[config.mk]
export PLATFORM = sky130hd
export DESIGN_NAME = sha384_sched
export DESIGN_NICKNAME = d
export VERILOG_FILES = /design/src/sv/sha384_pkg.sv /design/src/sv/sha384_sched.sv
export SDC_FILE = /design/constraint.sdc
export NUM_CORES = 1
export LEC_CHECK = 0
export ABC_AREA = 1
export BUFFER_PORTS_ARGS = -buffer_cell sky130_fd_sc_hd__clkbuf_2
export CORE_ASPECT_RATIO = 1.2
export CORE_MARGIN = 8
export CORE_UTILIZATION = 25
export CTS_BUF_LIST = sky130_fd_sc_hd__clkbuf_8
export DETAILED_ROUTE_END_ITERATION = 16
export SETUP_SLACK_MARGIN = 0.1
export SYNTH_ARGS = -nofsm -noshare
export SYNTH_HDL_FRONTEND = slang
export SYNTH_SLANG_ARGS = --single-unit
[constraint.sdc]
create_clock -name clock -period 33.5 [get_ports clock]
set_input_delay 6.7 -clock clock [delete_from_list [all_inputs] [get_ports clock]]
set_output_delay 6.7 -clock clock [all_outputs]
set_load 0.01 [all_outputs]
[src/sv/sha384_pkg.sv]
`timescale 1ns / 1ps
// shared types, round constants and initial chaining values for the sha-384 engine
// used by sha384_sched, sha384_round and sha384_hash_engine; no dependencies
package sha384_pkg;

   localparam int unsigned NUM_ROUNDS   = 80;
   localparam int unsigned BLOCK_BYTES  = 128;
   localparam int unsigned LEN_POS      = 112;
   localparam int unsigned DIGEST_WORDS = 6;
   localparam int unsigned SCHED_DEPTH  = 16;

   typedef logic [63:0] word_type;
   typedef logic [DIGEST_WORDS-1:0][63:0] digest_type;

   typedef enum logic [2:0] {
      ST_LOAD,
      ST_PAD,
      ST_ROUND,
      ST_FINAL,
      ST_OUT
   } state_type;

   typedef struct packed {
      logic       push;
      logic       word_end;
      logic [7:0] data;
      logic       step;
   } sched_ctl_type;

   typedef struct packed {
      logic init;
      logic start;
      logic step;
      logic finish;
   } round_ctl_type;

   localparam word_type IV [8] = '{
      64'hcbbb9d5dc1059ed8, 64'h629a292a367cd507, 64'h9159015a3070dd17, 64'h152fecd8f70e5939,
      64'h67332667ffc00b31, 64'h8eb44a8768581511, 64'hdb0c2e0d64f98fa7, 64'h47b5481dbefa4fa4
   };

   localparam word_type ROUND_K [NUM_ROUNDS] = '{
      64'h428a2f98d728ae22, 64'h7137449123ef65cd, 64'hb5c0fbcfec4d3b2f, 64'he9b5dba58189dbbc,
      64'h3956c25bf348b538, 64'h59f111f1b605d019, 64'h923f82a4af194f9b, 64'hab1c5ed5da6d8118,
      64'hd807aa98a3030242, 64'h12835b0145706fbe, 64'h243185be4ee4b28c, 64'h550c7dc3d5ffb4e2,
      64'h72be5d74f27b896f, 64'h80deb1fe3b1696b1, 64'h9bdc06a725c71235, 64'hc19bf174cf692694,
      64'he49b69c19ef14ad2, 64'hefbe4786384f25e3, 64'h0fc19dc68b8cd5b5, 64'h240ca1cc77ac9c65,
      64'h2de92c6f592b0275, 64'h4a7484aa6ea6e483, 64'h5cb0a9dcbd41fbd4, 64'h76f988da831153b5,
      64'h983e5152ee66dfab, 64'ha831c66d2db43210, 64'hb00327c898fb213f, 64'hbf597fc7beef0ee4,
      64'hc6e00bf33da88fc2, 64'hd5a79147930aa725, 64'h06ca6351e003826f, 64'h142929670a0e6e70,
      64'h27b70a8546d22ffc, 64'h2e1b21385c26c926, 64'h4d2c6dfc5ac42aed, 64'h53380d139d95b3df,
      64'h650a73548baf63de, 64'h766a0abb3c77b2a8, 64'h81c2c92e47edaee6, 64'h92722c851482353b,
      64'ha2bfe8a14cf10364, 64'ha81a664bbc423001, 64'hc24b8b70d0f89791, 64'hc76c51a30654be30,
      64'hd192e819d6ef5218, 64'hd69906245565a910, 64'hf40e35855771202a, 64'h106aa07032bbd1b8,
      64'h19a4c116b8d2d0c8, 64'h1e376c085141ab53, 64'h2748774cdf8eeb99, 64'h34b0bcb5e19b48a8,
      64'h391c0cb3c5c95a63, 64'h4ed8aa4ae3418acb, 64'h5b9cca4f7763e373, 64'h682e6ff3d6b2b8a3,
      64'h748f82ee5defb2fc, 64'h78a5636f43172f60, 64'h84c87814a1f0ab72, 64'h8cc702081a6439ec,
      64'h90befffa23631e28, 64'ha4506cebde82bde9, 64'hbef9a3f7b2c67915, 64'hc67178f2e372532b,
      64'hca273eceea26619c, 64'hd186b8c721c0c207, 64'heada7dd6cde0eb1e, 64'hf57d4f7fee6ed178,
      64'h06f067aa72176fba, 64'h0a637dc5a2c898a6, 64'h113f9804bef90dae, 64'h1b710b35131c471b,
      64'h28db77f523047d84, 64'h32caab7b40c72493, 64'h3c9ebe0a15c9bebc, 64'h431d67c49c100d4c,
      64'h4cc5d4becb3e42b6, 64'h597f299cfc657e2a, 64'h5fcb6fab3ad6faec, 64'h6c44198c4a475817
   };

   function automatic word_type rotr(input word_type x, input int unsigned n);
      return (x >> n) | (x << (64 - n));
   endfunction

endpackage

[src/sv/sha384_sched.sv]
`timescale 1ns / 1ps
// message schedule: packs bytes into words and runs the 16-word schedule shift line
// depends on sha384_pkg
module sha384_sched (
   input  logic                      clock,
   input  sha384_pkg::sched_ctl_type ctl,
   output sha384_pkg::word_type      w_cur
);

   sha384_pkg::word_type line_ff [sha384_pkg::SCHED_DEPTH];
   sha384_pkg::word_type line_in [sha384_pkg::SCHED_DEPTH];
   logic [55:0]          acc_ff;
   logic [55:0]          acc_in;
   sha384_pkg::word_type sig0;
   sha384_pkg::word_type sig1;
   sha384_pkg::word_type next_word;
   logic                 shift;
   sha384_pkg::word_type shift_word;

   always_comb begin
      sig0 = sha384_pkg::rotr(line_ff[1], 1) ^ sha384_pkg::rotr(line_ff[1], 8)
           ^ (line_ff[1] >> 7);
      sig1 = sha384_pkg::rotr(line_ff[14], 19) ^ sha384_pkg::rotr(line_ff[14], 61)
           ^ (line_ff[14] >> 6);
      next_word = sig1 + line_ff[9] + sig0 + line_ff[0];
   end

   always_comb begin
      acc_in     = acc_ff;
      shift      = 1'b0;
      shift_word = next_word;
      if (ctl.push) begin
         if (ctl.word_end) begin
            shift      = 1'b1;
            shift_word = {acc_ff, ctl.data};
         end else begin
            acc_in = {acc_ff[47:0], ctl.data};
         end
      end else if (ctl.step) begin
         shift = 1'b1;
      end
      for (int i = 0; i < sha384_pkg::SCHED_DEPTH; i++) begin
         line_in[i] = line_ff[i];
      end
      if (shift) begin
         for (int i = 0; i < sha384_pkg::SCHED_DEPTH - 1; i++) begin
            line_in[i] = line_ff[i+1];
         end
         line_in[sha384_pkg::SCHED_DEPTH-1] = shift_word;
      end
   end

   always_ff @(posedge clock) begin
      acc_ff  <= acc_in;
      line_ff <= line_in;
   end

   assign w_cur = line_ff[0];

endmodule

Word-level counts from Yosys, hierarchy flattened
Index checks and enable logic that the tools add are counted.
W data, S select, Z words.
- add/subtract/negate cells: 3
- multipliers: 0
- div/mod/pow operators: 0
- order comparisons: 0
- eq/ne operators: 0
- shift-type cells: 0
- mux-type cells: 5
- bitwise gates (word level): 9
- reduce and logical (&&, ||, !) cells: 1
- operator list (cell ; number):
    $add A64 B64 Y64 ; 3
    $mux W64 ; 2
    $xor A64 B64 Y64 ; 2
    $or A3 B64 Y64 ; 1
    $or A45 B64 Y64 ; 1
    $or A56 B64 Y64 ; 1
    $or A63 B64 Y64 ; 1
    $xor A64 B57 Y64 ; 1
    $xor A64 B58 Y64 ; 1
    $mux W1 ; 3
    $reduce_and A2 Y1 ; 1
    $not A1 Y1 ; 1
- flip-flop bits (word level): 1080
- bits in latches: 0
- memory bits (writable): 0
- bits in read-only memories: 0
- bits of input ports: 12
- output and inout port bits: 64
- word-level logic and storage cells: 35
- memories kept: 0

Longest topological paths before layout
- depth after elaboration: 8
- mapped depth: 23
- gate-level depth less buffers: 23

Worst setup path before layout
OpenSTA, ideal clock, no wires.
- kind: in2reg
- start: input port ctl[10] (netlist name)
- end: register line_ff[0] (netlist name) (enable)
- setup time: 6.997 ns
- arrival time: 23.820 ns
- required time: 26.503 ns
- path slack: 2.683 ns
- stages: 4
- buffers on the path: 2
- cell sequence: nand2_1 -> buf_2 -> buf_1 -> nand2_1
- cells in the longest elaborated chain, start to end: 1
- RTL lines (item ; line ; text):
    start: declaration ; sha384_sched.sv:6 ; input sha384_pkg::sched_ctl_type ctl,
    $mux W1 ; sha384_sched.sv:32 ; if (ctl.push) begin
    via shift ; sha384_sched.sv:17 ; logic shift;
    end signal: assignment ; sha384_sched.sv:55 ; line_ff <= line_in;
    end: declaration ; sha384_sched.sv:10 ; sha384_pkg::word_type line_ff [sha384_pkg::SCHED_DEPTH];
The timed path passes the listed nets, and every way through them passes these cells.
A chain may end at the register's enable or synchronous reset.

Worst setup path in the final report
- start: input port ctl[9] (netlist name)
- end: register line_ff[361] (netlist name) (enable)
- cells in the longest elaborated chain, start to end: 2
- RTL lines (item ; line ; text):
    $mux W1 ; sha384_sched.sv:33 ; if (ctl.word_end) begin
    $mux W1 ; sha384_sched.sv:32 ;
    via shift ; sha384_sched.sv:17 ;
The timed path passes the listed nets, and every way through them passes these cells.

==> qor.csv <==
stage,metric,value,unit
synthesis,#FFs+latches synth,1080,
routing,routed wl met2,48500,um
flow_run,max-cap check violation count,0,
synthesis,"Top FF cell, synth",edfxtp_1,
global_routing,vias in the first global route,22893,
layout,layout cells sized above 1,9.88,%
floorplan,die footprint,193000,um^2
synthesis,synth warn,0,
global_routing,global-route wire length before repair,157000,um
cts,CTS resizes,0,
cts,CTS Buf Count,172,
sta,unrepaired setup endpoints after global routing,false,
synthesis,Post-synth EDFFs,1080,
worst_setup_path,critical path arrival,11.57,ns
floorplan,core area,178000,um^2
routing,highest routed metal layer,met5,
sta,Fin Clk Skew,0.0388,ns
sta,Final Hold Violating Endpoints,0,
synthesis,Post-Synth XOR/XNOR Area,5.32,%
cts,CTS sink cnt,1080,
placed_design,I/O Buffers,75,
routing,met3 wire len,9260,um
status,status,completed,
cts,htree depth,4,
routing,DRC,0,
layout,NumNets Final,3512,
synthesis,synth top area cells,"edfxtp_1 (72%), fa_1 (5.6%), nand2_1 (4.8%)",
synthesis,"Seq/Total Area, Yosys",72.4,%
layout,Finished Layout Cells,5777,
placed_design,hpwl dp,79900,um
global_routing,antenna violations before repair,10,
worst_setup_path,worst path cell trace,"clkbuf_2, nand2_2, buf_4, nand2_4, buf_4, buf_4, buf_4, buf_4",
synthesis,post-synthesis simple-gate area fraction,7.68,%
routing,number of routed nets with antenna violations,0,
worst_setup_path,critical path class,input port to register,
routing,number of vias per cell,3.99,
routing,first drt pass iteration count,6,
layout,area grow syn2layout,13.6,%
worst_setup_path,CP Max Fanout,88,
global_routing,total track usage,11.1,%
routing,initial DRC count,2238,
synthesis,post-synthesis area per instance,14.3,um^2
worst_setup_path,CP Launch Type,input port,
floorplan,Initial Util,25.1,%
worst_setup_path,Buffers & Inverters on Critical Path,6,
cts,clock buffer depth,3,
min_path,Hold Crit Class,register to register,
global_routing,largest net degree at the start of global routing,89,
sta,Setup Viol. Count Final,0,
routing,Post-Route M1 WL,48600,um
cts,CTS tree,yes,
synthesis,adder-cell share of the synthesized area,7.39,%
floorplan,# IOs,76,
sta,Relative slew margins,29.1,%
routing,DR vias,23038,
synthesis,post-synth top area share,72.4,%
worst_setup_path,"slowest stage delay, CP",0.95,ns
synthesis,Cells after Synth,3122,
cts,Root Driver,clkbuf_8,
global_routing,total grt overflow,0,
sta,measured slew at the worst slew-check pin,1.06,ns
floorplan,Die Ht,480,um
worst_setup_path,"most used cell, CP",buf_4,
worst_setup_path,"CP delay by family, top",buffers and inverters,
sta,crit share post-route,33.0,%
floorplan,# rows,170,
routing,wire per inst,18.9,um
routing,total wire length,109000,um
synthesis,Compound-Gate Fraction of Synth Area,1.52,%
cts,"Setup Fix Bufs, Post-CTS",0,
sta,final slew viol count,0,
worst_setup_path,WP data required,34.00,ns
synthesis,Synth Cell Area,44800,um^2
synthesis,Synth area leader,edfxtp_1,
sta,Setup TNS Final,0,ns
synthesis,asr flop ratio synth,0,%
synthesis,largest family of logic cells by synthesized area,simple AND/OR/NAND/NOR gates,
cts,Clock transition at path regs,0.06,ns
worst_setup_path,CP max stage cell,buf_4,
sta,Max Clk Rate,90.3,MHz
synthesis,Mapped Nets,3323,
synthesis,multiplexer area fraction after synthesis,0.0223,%
synthesis,"Distinct cells, synth",34,
cts,worst skew pair latency,0.88,ns
placed_design,placed insts,5459,
sta,minimum clock period,11.07,ns
floorplan,Die X-Extent,402,um
worst_setup_path,CP endpoint kind,register,
cts,hold-fix buffers at CTS,0,
placed_design,RD Place Congestion,0.920,
-- through the flow --
stage	util [%]	hold WS (ns)	setup slack, ns	cell area (um^2)
floorplan	-	0.400	2.68	44800
global placement	26.7	0.400	21.67	47700
detailed placement	26.7	0.405	21.47	47700
CTS	28.5	0.395	22.48	50900
global route	28.5	0.409	22.11	50900
finish	28.5	0.400	22.43	50900
-- metal layers --
layer / track usage (%) / vias up
li1: - / 10751
met1: 15.0 / 11381
met2: 16.9 / 738
met3: 3.69 / 162
met4: 3.45 / 6
met5: 0 / -
-- cell usage after synthesis (all sizes together) (2+ instances only) --
cell and number:
fa 126, xnor2 157, or2 14, clkbuf 9, nand4 15, nand3 97
o21bai 15, nor3 16, inv 533, buf 68, xor2 115, a21o 2
nor2 119, ha 63, edfxtp 1080, nand2 577, a21oi 78, o21ai 32
-- flip-flops by register name, summed over array words and instances, names as in the netlist --
name and cells:
line_ff 960, w_cur 64, acc_ff 56
-- path summary, 6_finish.rpt --
check | startpoint | to | slack (ns) | cells after the start
max | ctl[9] | line_ff[361]$_DFFE_PP_ | 22.43 | 8
min | line_ff[732]$_DFFE_PP_ | line_ff[796]$_DFFE_PP_ | 0.40 | 0
max reg2reg | line_ff[905]$_DFFE_PP_ | line_ff[61]$_DFFE_PP_ | 28.90 | 22
min reg2reg | line_ff[732]$_DFFE_PP_ | line_ff[796]$_DFFE_PP_ | 0.40 | 0
-- area by class of cell --
cell class / instances / area [um^2]
Clock inverter: 139 / 758
Sequential cell: 1080 / 32400
Inverter: 534 / 2000
Tap cell: 2322 / 2910
Fill cell: 17917 / 128000
Clock buffer: 176 / 2420
Timing Repair Buffer: 92 / 503
Antenna cell: 3 / 7.51
Multi-Input combinational cell: 1431 / 9840
-- logic make-up after synthesis --
family / after synthesis
flip-flops: 1080
XOR/XNOR: 272
adder cells (fa/ha/maj): 189
buffers and inverters: 611
multiplexers: 1
AND/OR/NAND/NOR: 842
AO/OA/AOI/OAI: 127
-- placed cells by master (no fill, tap or decap), types with 2 or more instances in the layout --
cell type,n
a21o_1,2
a21oi_1,77
buf_4,17
bufinv_16,4
clkbuf_2,75
clkbuf_8,176
clkinv_1,45
clkinv_2,22
clkinvlp_4,3
diode_2,3
edfxtp_1,1080
fa_1,126
ha_1,63
inv_1,588
inv_12,4
inv_6,3
inv_8,2
nand2_1,570
nand2_2,6
nand3_1,95
nand3_2,2
nand4_1,15
nor2_1,112
nor2_2,6
nor3_1,13
nor3_2,3
o21ai_0,28
o21ai_1,4
o21bai_1,15
or2_2,13
xnor2_1,157
xor2_1,115
Power is not shown: default switching activity piles up to over one toggle a cycle in this logic, so the estimate is an artifact.
